**config.mk**
```make
export PLATFORM = sky130hd
export DESIGN_NAME = ahdsr_div
export DESIGN_NICKNAME = d
export VERILOG_FILES = /design/src/hdl/ahdsr_pkg.sv /design/src/hdl/ahdsr_div.sv
export SDC_FILE = /design/constraint.sdc
export NUM_CORES = 1
export LEC_CHECK = 0
export BUFFER_PORTS_ARGS = -buffer_cell sky130_fd_sc_hd__buf_2
export CAP_MARGIN = 20
export CORE_MARGIN = 4
export CORE_UTILIZATION = 40
export DETAILED_ROUTE_END_ITERATION = 6
export GPL_TIMING_DRIVEN = 0
export PLACE_DENSITY = 0.66
export SLEW_MARGIN = 20
export SYNTH_ARGS = -nofsm -noshare
export SYNTH_HDL_FRONTEND = slang
export SYNTH_SLANG_ARGS = --single-unit
```
**constraint.sdc**
```tcl
create_clock -name clk_i -period 7.3 [get_ports clk_i]
set_input_delay 1.46 -clock clk_i [delete_from_list [all_inputs] [get_ports clk_i]]
set_output_delay 1.46 -clock clk_i [all_outputs]
set_load 0.02 [all_outputs]
```
**src/hdl/ahdsr_pkg.sv**
```systemverilog
// Shared constants and helpers of the AHDSR envelope generator.
// Depends on nothing; every other file of the block imports it.
package ahdsr_pkg;

  // Fixed widths of the level, the envelope and the codes.
  localparam int unsigned LEVEL_W    = 32;
  localparam int unsigned ENV_W      = 16;
  localparam int unsigned PHASE_W    = 3;
  localparam int unsigned CMD_W      = 2;
  localparam int unsigned SUS_W      = 16;
  localparam int unsigned CFG_IDX_W  = 3;
  localparam int unsigned CFG_DATA_W = 32;

  // Full scale in Q31.
  localparam logic [LEVEL_W-1:0] UNITY_Q31 = 32'h8000_0000;

  // Commands carried by an input item.
  localparam logic [CMD_W-1:0] CMD_TICK     = 2'd0;
  localparam logic [CMD_W-1:0] CMD_NOTE_ON  = 2'd1;
  localparam logic [CMD_W-1:0] CMD_NOTE_OFF = 2'd2;
  localparam logic [CMD_W-1:0] CMD_RESET    = 2'd3;

  // Envelope phases as reported on the result.
  localparam logic [PHASE_W-1:0] PH_IDLE    = 3'd0;
  localparam logic [PHASE_W-1:0] PH_ATTACK  = 3'd1;
  localparam logic [PHASE_W-1:0] PH_HOLD    = 3'd2;
  localparam logic [PHASE_W-1:0] PH_DECAY   = 3'd3;
  localparam logic [PHASE_W-1:0] PH_SUSTAIN = 3'd4;
  localparam logic [PHASE_W-1:0] PH_RELEASE = 3'd5;

  // Configuration register indexes.
  localparam logic [CFG_IDX_W-1:0] REG_ATTACK  = 3'd0;
  localparam logic [CFG_IDX_W-1:0] REG_HOLD    = 3'd1;
  localparam logic [CFG_IDX_W-1:0] REG_DECAY   = 3'd2;
  localparam logic [CFG_IDX_W-1:0] REG_SUSTAIN = 3'd3;
  localparam logic [CFG_IDX_W-1:0] REG_RELEASE = 3'd4;

  // Sustain level to Q31, floor(s * 2^31 / 65535). The two terms s * 2^15 and
  // s / 2 do not overlap, so the sum is a concatenation; full scale is exact.
  function automatic logic [LEVEL_W-1:0] sustain_to_q31(input logic [SUS_W-1:0] s);
    logic [LEVEL_W-1:0] res;
    if (s == '1) begin
      res = UNITY_Q31;
    end else begin
      res = {1'b0, s, s[SUS_W-1:1]};
    end
    return res;
  endfunction

  // Q31 level to the 16-bit envelope, floor(level * 65535 / 2^31).
  function automatic logic [ENV_W-1:0] level_to_env(input logic [LEVEL_W-1:0] level);
    logic [LEVEL_W+ENV_W-1:0] prod;
    prod = {level, {ENV_W{1'b0}}} - {{ENV_W{1'b0}}, level};
    return prod[LEVEL_W+ENV_W-2:LEVEL_W-1];
  endfunction

endpackage

```
**src/hdl/ahdsr_div.sv**
```systemverilog
// Bit-serial restoring divider: one quotient bit per cycle over the level width.
// Depends on ahdsr_pkg for the level width.
module ahdsr_div import ahdsr_pkg::*; #(
  parameter int unsigned DEN_W = 24
) (
  input  logic               clk_i,
  input  logic               rst_ni,
  input  logic               start_i,
  input  logic [LEVEL_W-1:0] num_i,
  input  logic [DEN_W-1:0]   den_i,
  output logic               done_o,
  output logic [LEVEL_W-1:0] quot_o
);

  localparam int unsigned CNT_W = $clog2(LEVEL_W + 1);

  logic               busy_q, busy_d;
  logic               done_q, done_d;
  logic [CNT_W-1:0]   cnt_q, cnt_d;
  logic [LEVEL_W-1:0] nq_q, nq_d;
  logic [DEN_W-1:0]   rem_q, rem_d;
  logic [DEN_W-1:0]   den_q, den_d;
  logic [DEN_W:0]     rem_sh;
  logic [DEN_W:0]     rem_sub;
  logic               fits;

  // One trial subtraction: shift in the next numerator bit.
  assign rem_sh  = {rem_q, nq_q[LEVEL_W-1]};
  assign fits    = rem_sh >= {1'b0, den_q};
  assign rem_sub = rem_sh - {1'b0, den_q};

  always_comb begin
    busy_d = busy_q;
    done_d = 1'b0;
    cnt_d  = cnt_q;
    nq_d   = nq_q;
    rem_d  = rem_q;
    den_d  = den_q;
    if (start_i) begin
      busy_d = 1'b1;
      cnt_d  = CNT_W'(LEVEL_W);
      nq_d   = num_i;
      rem_d  = '0;
      den_d  = den_i;
    end else if (busy_q) begin
      // Numerator bits leave at the top while quotient bits enter at the bottom.
      nq_d  = {nq_q[LEVEL_W-2:0], fits};
      rem_d = fits ? rem_sub[DEN_W-1:0] : rem_sh[DEN_W-1:0];
      cnt_d = cnt_q - CNT_W'(1);
      if (cnt_q == CNT_W'(1)) begin
        busy_d = 1'b0;
        done_d = 1'b1;
      end
    end
  end

  // Control state.
  always_ff @(posedge clk_i or negedge rst_ni) begin
    if (!rst_ni) begin
      busy_q <= 1'b0;
      done_q <= 1'b0;
      cnt_q  <= '0;
    end else begin
      busy_q <= busy_d;
      done_q <= done_d;
      cnt_q  <= cnt_d;
    end
  end

  // Datapath registers.
  always_ff @(posedge clk_i) begin
    nq_q  <= nq_d;
    rem_q <= rem_d;
    den_q <= den_d;
  end

  assign done_o = done_q;
  assign quot_o = nq_q;

endmodule

```
After elaboration in Yosys (flattened, before gate mapping)
Index checks and enable logic that the tools add are counted.

Register bits: 88. Latch bits: 0. Memory bits (writable): 0. Memory bits (read-only): 0. Bits of input ports: 59. Output and inout bits: 33. Logic and storage cells: 22. Memories: 0.

Add/sub/neg operators: 2. $mul: 0. Divide/modulo/power cells: 0. Magnitude comparators: 1. Eq/ne operators: 1. Shifts and indexed selects: 0. Multiplexer cells: 11. Bitwise operators: 0. Reduce and logical (&&, ||, !) cells: 1.

Operators by type and width (number): two-way mux 32 bit (2); >= comparator 25 x 24 -> 1 bit (1); two-way mux 24 bit (1); subtractor 24 bit (1); two-way mux 6 bit (2); == test 6 x 1 -> 1 bit (second input constant) (1); two-way mux 1 bit (6); subtractor 6 x 1 -> 6 bit (second input constant) (1); nonzero test 2 bit (1).

Logic depth before layout (Yosys ltp)
Word-level depth: 4. Mapped depth: 12.

Worst setup path before layout
OpenSTA, ideal clock, no wires.

Path type: input to register. From: in start_i. To: reg nq_q[0], in the netlist quot_o[0], enable pin. Arrival: 2765 ps. Required time: 6913 ps. Slack: 4148 ps. Stages: 4. Path buffers: 2. Cells stage by stage: clkbuf_1 -> clkbuf_1 -> nor2_1 -> inv_1.

Longest elaborated chain between the ends: 1.

Ends and longest elaborated chain: from (decl) (RTL line ahdsr_div.sv:8) `input logic start_i,`; nonzero test 2 bit (no line); to (signal assigned) (RTL line ahdsr_div.sv:72) `nq_q <= nq_d;`; to (decl) (RTL line ahdsr_div.sv:20) `logic [LEVEL_W-1:0] nq_q, nq_d;`.

No other way between the ends. A chain may end at the register's enable or synchronous reset.

Final worst setup path
From: in start_i. To: reg nq_q[6], in the netlist quot_o[6], enable pin.

Same word-level chain as after synthesis.

==> flow_summary.ini <==
[yosys]
async_flop_share = 0.0909
yosysUniqueCellTypes = 64
syn_inst = 433
syn_nets = 519
seq_area_frac_synth = 0.483
yosysWarnings = 0
syn_avg_cell_area_sq_um = 11.3
synth.largest_area_cell = edfxtp_1
synthTopCellsByArea = edfxtp_1, dfxtp_1, mux2_2, ha_1, a211oi_1
synth_ff_type = edfxtp_1
synth_edf_count = 56
yosys.area.top_type_share = 0.344
ys_ff_latch = 88
synthTopCellsByCount = edfxtp_1, nor2_1, inv_1, mux2_2, a211oi_1
yosysMostFrequentCell = edfxtp_1
netlist_area_sq_mm = 0.00489

[clocking]
htree_levels = 3
cts-root-buf = clkbuf_16
clk_pin_slew_ns = 0.06
cts_resized = 0
clock_latency_ns = 0.35
cts_hold_buf = 0
clockBufferDepth = 2
cts_num_sinks = 88
tritoncts = yes
numCtsBuffers = 9
cts_setup_buffers = 0

[floorplanning]
core_sq_mm = 0.0120
io_pins = 92
fp.dieH_um = 119
die_w_um = 119
start_util = 0.407
die-area_sq_mm = 0.0141
rows = 40

[route]
avgRoutedWirePerCell_um = 15.4
wl_um = 10600
postRouteAntennaNets = 0
via_per_inst = 5.28
drt-initial-drc-count = 124
vias = 3629
drc = 0
dr.pass1.iters = 4

[setup_path]
start_kind = primary input
crit_fanout = 32
r2r_slack_ns = 4.22
arrival_ns = 3.57
critPathCaptureType = register
critical_path_class = in -> reg
cp_cell_sequence = buf_2, clkbuf_1, clkbuf_1, nor2_1, inv_2
required_ns = 7.28
slowest_stage = inv_2
crit_path_start = start_i
crit_top_cell = clkbuf_1
worstReg2RegStart = quot_o[31]
max_stage_delay_ns = 0.55

[finish]
multiInputGateArea_sq_mm = 0.00230
drive_above_1_share = 0.294
instances_no_fill = 687
stdcell_area_sq_mm = 0.00580
fill_cells = 1131
syn2layout_area_growth_pct = 18.7
diodes = 0
regArea_sq_mm = 0.00236
nNetsFinal = 621

[global_route]
grt.overflow.total = 0
gr-usage-all-layers = 0.161
grt_pass1_vias = 3849
grt_pass1_wl_um = 18400
grt_start_max_net_pins = 33
antenna_found_initial = 0

[sta]
fin_crit_sh = 0.492
tightest_slew_ns = 0.699
min_period_ns = 3.59
setup-tns-final_ns = 0
setup_viol = 0
fin_skew_ns = 0.0104
slew-limit-headroom = 0.533
slew_violations = 0
fmax_ghz = 0.278
hold_viol_final = 0
grt_setup_unrepaired = no
setup_slack_ns = 3.71

[flow_run]
max-cap-violations = 0

[pwr]
power_w = 0.00222
power_density_mw_per_mm2 = 382
ir_worst_vdd_mv = 0.146
leakage_nw = 2.43

[place]
placedCellCount = 671
hpwl_um = 7910
place.gp.congestion = 0.835
numPortBuffers = 91
dpl-instance-area_sq_mm = 0.00553
pre_cts_ws_ns = 3.25

[run_status]
status = finished clean

[hold_path]
hp-class = reg -> reg
min-delay-start = rem_q[19]
worst paths after layout:
path | endpoint | depth (start not counted)
worst min register to register | rem_q[19] | 2
max in group asynchronous | cnt_q[0] | 1
worst max-delay path | quot_o[6] | 5
worst min-delay path | rem_q[19] | 2
min in group asynchronous | cnt_q[4] | 1
worst max register to register | rem_q[20] | 11
layout make-up:
cell class / count / share of cell area
multi-input combinational: 292 / 0.396
tap: 147 / 0.0317
sequential: 88 / 0.407
clock buffer: 10 / 0.0394
clock inverter: 6 / 0.00776
timing repair buffer: 91 / 0.0785
inverter: 37 / 0.0239
buffer: 16 / 0.0153
report_power, final:
part	switching (W)	internal [W]
logic	0.000560	0.000476
registers	0.0000845	0.000660
clock network	0.000202	0.000233
kinds of logic (layout without fill, tap and decap cells):
family,after synthesis,in the layout,share of synthesized area
compound gates,86,86,0.135
xor+xnor,25,25,0.0448
fa+ha+maj,27,27,0.0706
buf+inv,53,160,0.0466
flops,88,88,0.483
mux,54,54,0.119
simple gates,100,100,0.101
per-stage QoR:
step | util | hold slack (ns)
2_1_floorplan | - | 0.471
3_3_place_gp | 0.460 | 0.490
3_5_place_dp | 0.460 | 0.497
4_1_cts | 0.483 | 0.510
5_1_grt | 0.483 | 0.527
6_report | 0.483 | 0.507
metal layers:
metal | wire, um | global-route usage | part of all wire
met1 | 4760 | 0.199 | 0.45
met5 | 0 | 0 | 0
met4 | 279 | 0.0760 | 0.026
met3 | 614 | 0.0445 | 0.058
met2 | 4960 | 0.261 | 0.47
sequential cells by signal (all words and copies together) (netlist names):
name	flops
den_q	24
cnt_q	6
quot_o	32
busy_q	1
rem_q	24
done_o	1
critical path: cells and delay by family:
kind | cells | cell delay [ns]
and+or+nand+nor | 1 | 0.16
buffers and inverters | 4 | 1.92
cell usage in the layout, fill, tap and decap left out, types with 2 or more instances in the layout:
master,n
a211oi_1,28
a21o_1,3
a21oi_1,15
a21oi_2,2
a31oi_1,2
and2_1,4
buf_1,2
buf_2,91
clkbuf_1,12
clkbuf_16,9
clkinvlp_4,2
dfrtp_1,8
dfxtp_1,24
edfxtp_1,56
ha_1,26
inv_1,36
inv_6,2
mux2_2,32
mux2i_1,21
nand2_1,22
nand2b_1,3
nand3b_1,2
nand4_1,2
nor2_1,42
nor3_1,8
o211ai_1,5
o21ai_0,10
o221a_2,2
o31ai_1,2
or3_1,3
xnor2_1,18
xor2_1,7
No activity file was read; power rests on OpenSTA's default activity.
