===== config.mk =====
export PLATFORM = sky130hd
export DESIGN_NAME = ahdsr_mul
export DESIGN_NICKNAME = d
export VERILOG_FILES = /design/src/hdl/ahdsr_pkg.sv /design/src/hdl/ahdsr_mul.sv
export SDC_FILE = /design/constraint.sdc
export NUM_CORES = 1
export LEC_CHECK = 0
export ABC_AREA = 0
export BUFFER_PORTS_ARGS = -buffer_cell sky130_fd_sc_hd__buf_4
export CAP_MARGIN = 20
export CORE_UTILIZATION = 50
export DETAILED_ROUTE_END_ITERATION = 6
export PLACE_DENSITY_LB_ADDON = 0.25
export REMOVE_ABC_BUFFERS = 1
export SLEW_MARGIN = 20
export SYNTH_ARGS = -nofsm -noshare
export SYNTH_HDL_FRONTEND = slang
export SYNTH_SLANG_ARGS = --single-unit

===== constraint.sdc =====
create_clock -name clk_i -period 5.9 [get_ports clk_i]
set_clock_uncertainty 0.05 [all_clocks]
set_input_delay 0.885 -clock clk_i [delete_from_list [all_inputs] [get_ports clk_i]]
set_output_delay 0.885 -clock clk_i [all_outputs]
set_load 0.005 [all_outputs]

===== src/hdl/ahdsr_pkg.sv =====
// Shared constants and helpers of the AHDSR envelope generator.
// Depends on nothing; every other file of the block imports it.
package ahdsr_pkg;

  // Fixed widths of the level, the envelope and the codes.
  localparam int unsigned LEVEL_W    = 32;
  localparam int unsigned ENV_W      = 16;
  localparam int unsigned PHASE_W    = 3;
  localparam int unsigned CMD_W      = 2;
  localparam int unsigned SUS_W      = 16;
  localparam int unsigned CFG_IDX_W  = 3;
  localparam int unsigned CFG_DATA_W = 32;

  // Full scale in Q31.
  localparam logic [LEVEL_W-1:0] UNITY_Q31 = 32'h8000_0000;

  // Commands carried by an input item.
  localparam logic [CMD_W-1:0] CMD_TICK     = 2'd0;
  localparam logic [CMD_W-1:0] CMD_NOTE_ON  = 2'd1;
  localparam logic [CMD_W-1:0] CMD_NOTE_OFF = 2'd2;
  localparam logic [CMD_W-1:0] CMD_RESET    = 2'd3;

  // Envelope phases as reported on the result.
  localparam logic [PHASE_W-1:0] PH_IDLE    = 3'd0;
  localparam logic [PHASE_W-1:0] PH_ATTACK  = 3'd1;
  localparam logic [PHASE_W-1:0] PH_HOLD    = 3'd2;
  localparam logic [PHASE_W-1:0] PH_DECAY   = 3'd3;
  localparam logic [PHASE_W-1:0] PH_SUSTAIN = 3'd4;
  localparam logic [PHASE_W-1:0] PH_RELEASE = 3'd5;

  // Configuration register indexes.
  localparam logic [CFG_IDX_W-1:0] REG_ATTACK  = 3'd0;
  localparam logic [CFG_IDX_W-1:0] REG_HOLD    = 3'd1;
  localparam logic [CFG_IDX_W-1:0] REG_DECAY   = 3'd2;
  localparam logic [CFG_IDX_W-1:0] REG_SUSTAIN = 3'd3;
  localparam logic [CFG_IDX_W-1:0] REG_RELEASE = 3'd4;

  // Sustain level to Q31, floor(s * 2^31 / 65535). The two terms s * 2^15 and
  // s / 2 do not overlap, so the sum is a concatenation; full scale is exact.
  function automatic logic [LEVEL_W-1:0] sustain_to_q31(input logic [SUS_W-1:0] s);
    logic [LEVEL_W-1:0] res;
    if (s == '1) begin
      res = UNITY_Q31;
    end else begin
      res = {1'b0, s, s[SUS_W-1:1]};
    end
    return res;
  endfunction

  // Q31 level to the 16-bit envelope, floor(level * 65535 / 2^31).
  function automatic logic [ENV_W-1:0] level_to_env(input logic [LEVEL_W-1:0] level);
    logic [LEVEL_W+ENV_W-1:0] prod;
    prod = {level, {ENV_W{1'b0}}} - {{ENV_W{1'b0}}, level};
    return prod[LEVEL_W+ENV_W-2:LEVEL_W-1];
  endfunction

endpackage


===== src/hdl/ahdsr_mul.sv =====
// Bit-serial shift-and-add multiplier of a signed sample by the unsigned envelope.
// Depends on ahdsr_pkg for the envelope width.
module ahdsr_mul import ahdsr_pkg::*; #(
  parameter int unsigned SAMPLE_BITS = 16
) (
  input  logic                          clk_i,
  input  logic                          rst_ni,
  input  logic                          start_i,
  input  logic signed [SAMPLE_BITS-1:0] sample_i,
  input  logic [ENV_W-1:0]              env_i,
  output logic                          done_o,
  output logic signed [SAMPLE_BITS-1:0] prod_o
);

  localparam int unsigned PROD_W = SAMPLE_BITS + ENV_W;
  localparam int unsigned CNT_W  = $clog2(ENV_W + 1);

  logic              busy_q, busy_d;
  logic              done_q, done_d;
  logic [CNT_W-1:0]  cnt_q, cnt_d;
  logic [PROD_W-1:0] mcand_q, mcand_d;
  logic [PROD_W-1:0] acc_q, acc_d;
  logic [ENV_W-1:0]  mplier_q, mplier_d;

  always_comb begin
    busy_d   = busy_q;
    done_d   = 1'b0;
    cnt_d    = cnt_q;
    mcand_d  = mcand_q;
    acc_d    = acc_q;
    mplier_d = mplier_q;
    if (start_i) begin
      busy_d   = 1'b1;
      cnt_d    = CNT_W'(ENV_W);
      mcand_d  = {{ENV_W{sample_i[SAMPLE_BITS-1]}}, sample_i};
      acc_d    = '0;
      mplier_d = env_i;
    end else if (busy_q) begin
      // Add the shifted sample for each set envelope bit, LSB first.
      if (mplier_q[0]) begin
        acc_d = acc_q + mcand_q;
      end
      mcand_d  = {mcand_q[PROD_W-2:0], 1'b0};
      mplier_d = {1'b0, mplier_q[ENV_W-1:1]};
      cnt_d    = cnt_q - CNT_W'(1);
      if (cnt_q == CNT_W'(1)) begin
        busy_d = 1'b0;
        done_d = 1'b1;
      end
    end
  end

  // Control state.
  always_ff @(posedge clk_i or negedge rst_ni) begin
    if (!rst_ni) begin
      busy_q <= 1'b0;
      done_q <= 1'b0;
      cnt_q  <= '0;
    end else begin
      busy_q <= busy_d;
      done_q <= done_d;
      cnt_q  <= cnt_d;
    end
  end

  // Datapath registers.
  always_ff @(posedge clk_i) begin
    mcand_q  <= mcand_d;
    acc_q    <= acc_d;
    mplier_q <= mplier_d;
  end

  // The product fits in PROD_W bits; dropping the low envelope bits floors it.
  assign done_o = done_q;
  assign prod_o = acc_q[PROD_W-1:ENV_W];

endmodule


Word level (Yosys, flattened, before mapping) --
Index checks and enable logic that the tools add are counted.
Word-level totals: register bits after elaboration 87
Operators by class: add/subtract/negate cells 2, eq/ne operators 1, mux-type cells 12, reduce and logical (&&, ||, !) cells 2
Operators with widths (number):
- $mux W32 | 2
- $add A32 B32 Y32 | 1
- $mux W16 | 2
- $mux W5 | 2
- $mux W1 | 6
- $eq A5 B1 Y1 const B | 1
- $sub A5 B1 Y5 const B | 1
- $reduce_and A2 Y1 | 1
- $reduce_bool A2 Y1 | 1

Depth between registers and ports, before layout --
word-level depth 4, gate-level depth with buffers 11, mapped depth without buffers 11

Worst setup path before layout --
OpenSTA, ideal clock, no wires.
kind register to register, start reg mcand_q[0], end reg acc_q[30], arrival time 2.529 ns, required time 5.792 ns, setup slack 3.264 ns, stages on the path, launching flop included 12, buffers on the path 0, period minus slack after synthesis 2.636 ns, cells stage by stage edfxtp_1 ha_1 fa_1 a21oi_1 o211ai_2 a21oi_2 o211ai_2 a41oi_2 o21a_1 o21ai_1 nor4b_1 a211o_1
Between the ends: longest elaborated chain between the ends 1
Ends and longest elaborated chain:
- start: declaration | RTL line ahdsr_mul.sv:21 | logic [PROD_W-1:0] mcand_q, mcand_d;
- start signal: assignment | RTL line ahdsr_mul.sv:68 | mcand_q <= mcand_d;
- $add A32 B32 Y32 | RTL line ahdsr_mul.sv:41 | acc_d = acc_q + mcand_q;
- end signal: assignment | RTL line ahdsr_mul.sv:69 | acc_q <= acc_d;
- end: declaration | RTL line ahdsr_mul.sv:22 | logic [PROD_W-1:0] acc_q, acc_d;
No other way between the ends. A chain may end at the register's enable or synchronous reset.

Worst setup path in the final report --
Same ends and word-level chain as after synthesis.

==> summary.txt <==
Outcome
  – Outcome: finished clean

Critical path
  – WS Path Type: reg2reg
  – CP Capture Type: flip-flop
  – Worst Setup Start Kind: flip-flop
  – Worst Path Required: 6170 ps
  – CP arrival: 3200 ps
  – Crit path max fanout: 5

Flow run
  – Max-cap viol count: 0

Die
  – Core area: 9864 sq um
  – Die Width: 103.4 microns
  – Die H: 103.4 microns
  – Die ar.: 10680 sq um
  – Rows: 36
  – Starting Density: 52.08%
  – Num ports: 52

GRT
  – GRT Util Overall: 19.53%
  – Pin count of the biggest net entering global routing: 54
  – First-pass GRT wire length: 16210 microns
  – Initial antenna violation count: 0
  – Gr ovfl total: 0
  – Vias in the first global route: 3634

Clock tree
  – Setup Fix Bufs, Post-CTS: 0
  – CTS buffer count: 9
  – Clk sinks: 87
  – Clock transition at path regs: 90 ps
  – CTS Buffer Depth: 2
  – Worst-Skew Late Latency: 370 ps
  – Hold-fix buffers, CTS: 0
  – CTS tree: built
  – Clk root buf: clkbuf_8
  – CTS H-tree depth: 3
  – Cts repair resizes: 0

Synth
  – Yosys top cell area share: 28.06%
  – Post-synth EDFFs: 48
  – #FFs+latches synth: 87
  – Simple-Gate Fraction of Synth Area: 13.44%
  – Largest family of logic cells by synthesized area: compound AO/OA/AOI/OAI gates
  – Syn_area_per_cell: 9.823 sq um
  – Synth Area in Compound Gates: 17.12%
  – Ys flop type: edfxtp_1
  – Mapped Area: 5137 sq um
  – Mux contribution to synthesized area: 6.576%
  – Synth warnings: 0
  – Post-Synth XOR/XNOR Area: 4.262%
  – Cell taking the most area after synthesis: edfxtp_1
  – Top post-synthesis cells by area: edfxtp_1 (28%), dfxtp_1 (12%), ha_1 (8.0%)
  – Seq/Total Area, Yosys: 43.94%
  – Cells after Synth: 523
  – Asr flop ratio synth: 8.046%
  – Post-Synth Adder-Cell Area: 8.427%
  – Post-synth cell types: 61

Power
  – NetSw: 815.3 uW
  – Seq pwr share: 38.8%
  – Comb pwr share: 40.7%
  – Switching part of the total: 36.41%
  – Peak supply drop: 0.2158 mV
  – Lkg Pwr: 0.002441 uW
  – Clock power share: 20.5%
  – P_int: 1424 uW
  – Pwr/cell area: 391.6 nW/um^2

Final layout
  – # fillers: 873
  – # nets final: 617
  – Most common cell after layout, fill and taps aside: nand2_1
  – Diodes inserted: 0
  – Most frequent cells in the layout: nand2_1 (61), buf_4 (54), a21oi_1 (49), edfxtp_1 (48), ha_1 (33)
  – Share of layout cells above drive strength 1: 20.61%
  – Synth-to-layout area growth: 11.30%

Timing
  – Final period utilization: 49.73%
  – RSZ-0062 raised after global routing: false
  – Worst Slack Setup Final: 2966 ps
  – Setup TNS: 0 ps
  – Fin. Hold Viols: 0
  – Slew HR: 54.22%
  – Slew Viols, Final: 0
  – Max Clock Freq: 340.9 MHz
  – Worst-margin pin slew: 686.7 ps
  – Min Tclk post-route: 2934 ps
  – Setup violations, final: 0

Hold path
  – Min-Delay Path Class: in2async

Placement
  – HPWL after DPL: 6648 microns
  – Worst slack, placed: 3007 ps
  – Routability cong.: 0.8253
  – Port Buffers: 51

Route
  – Drt initial violations: 103
  – Via count: 3743
  – Drt wl/cell: 13.99 microns
  – DR DRC count: 0
  – DRT antenna net count: 0
  – Drt first pass iters: 4
  – DR vias/cell: 5.456
  – Final WL: 9597 microns
## routing by layer
metal / vias to the layer above / global-route usage, % / share of wire (%)
met5: - / 0 / 0
met4: 0 / 6.609 / 1.2
met3: 9 / 4.704 / 3.9
met2: 68 / 32.81 / 47
met1: 1752 / 24.67 / 48
li1: 1914 / - / -
## state kept, by name, summed over array words and instances, names as in the netlist
name	cells
acc_q	32
cnt_q	5
mcand_q	32
done_o	1
busy_q	1
mplier_q	16
## worst paths after layout
kind | start | endpoint | slack, ps | depth (start not counted)
setup / recovery | mcand_q[0]$_SDFFCE_PN0P_ | acc_q[30]$_SDFFE_PP0P_ | 2970 | 11
min in group clk_i | acc_q[7]$_SDFFE_PP0P_ | acc_q[7]$_SDFFE_PP0P_ | 410 | 2
hold / removal | rst_ni | busy_q$_DFF_PN0_ | 250 | 1
max in group asynchronous | rst_ni | cnt_q[2]$_DFFE_PN0P_ | 5430 | 1
setup reg to reg | mcand_q[0]$_SDFFCE_PN0P_ | acc_q[30]$_SDFFE_PP0P_ | 2970 | 11
hold reg to reg | acc_q[7]$_SDFFE_PP0P_ | acc_q[7]$_SDFFE_PP0P_ | 410 | 2
## cells in the mapped netlist (3+ instances only)
| master | instances |
|---|---|
| nand3_1 | 9 |
| or3_1 | 3 |
| a211oi_1 | 3 |
| nor2_1 | 23 |
| o22ai_1 | 3 |
| dfxtp_1 | 32 |
| dfrtp_1 | 7 |
| inv_1 | 28 |
| a21o_1 | 12 |
| mux2_2 | 29 |
| nand3b_1 | 3 |
| o21bai_1 | 7 |
| edfxtp_1 | 48 |
| xor2_1 | 8 |
| nand2b_1 | 7 |
| clkbuf_1 | 18 |
| and2_1 | 4 |
| nand2_1 | 61 |
| a31oi_1 | 3 |
| buf_2 | 4 |
| xnor2_1 | 17 |
| o21ai_0 | 29 |
| a21oi_1 | 49 |
| nor3_1 | 12 |
| nor3b_1 | 3 |
| o21a_1 | 3 |
| buf_4 | 16 |
| o21ai_1 | 5 |
| ha_1 | 33 |
## metrics by stage
| step | std cells | area [sq um] | total power [uW] | hold slack [ps] | util [%] |
|---|---|---|---|---|---|
| finish | 686 | 5718 | 2239 | 254.0 | 57.97 |
| global route | 686 | 5718 | 2412 | 240.7 | 57.97 |
| CTS | 686 | 5718 | 2252 | 239.4 | 57.97 |
| detailed placement | 670 | 5497 | 1788 | 399.9 | 55.72 |
| global placement | 670 | 5494 | 1762 | 391.8 | 55.70 |
| floorplan | 483 | 4922 | 1550 | 379.5 | - |
## critical path, cell delays in order, from the launching register on
cell	delay, ps
edfxtp_1	420
ha_1	250
fa_1	420
a21oi_1	250
o211ai_2	120
a21oi_2	270
o211ai_2	130
a41oi_2	230
o21a_1	240
o21ai_1	110
nor4b_1	240
a211o_1	140
## logic make-up (layout without fill, tap and decap cells)
logic type,Yosys count,count (layout)
buffers and inverters,68,98
XOR/XNOR,25,25
flip-flops,87,87
adder cells (fa/ha/maj),34,34
multiplexers,30,30
AO/OA/AOI/OAI,136,136
AND/OR/NAND/NOR,143,143
## layout make-up
cell class / instances / area [sq um] / share of cell area, %
Clock buffer: 10 / 148.9 / 2.604
Inverter: 28 / 105.1 / 1.838
Sequential cell: 87 / 2257 / 39.47
Timing Repair Buffer: 54 / 405.4 / 7.090
Tap cell: 133 / 166.4 / 2.910
Clock inverter: 6 / 72.57 / 1.269
Multi-Input combinational cell: 368 / 2562 / 44.81
## power groups by stage
stage          combinational [uW]  clock [uW]  sequential, uW
2_1_floorplan                 688           0             862
3_3_place_gp                  884           0             878
3_5_place_dp                  904           0             884
4_1_cts                       910         471             872
5_1_grt                      1030         494             889
6_report                      910         460             869
Power figures use the tool's default switching activity.
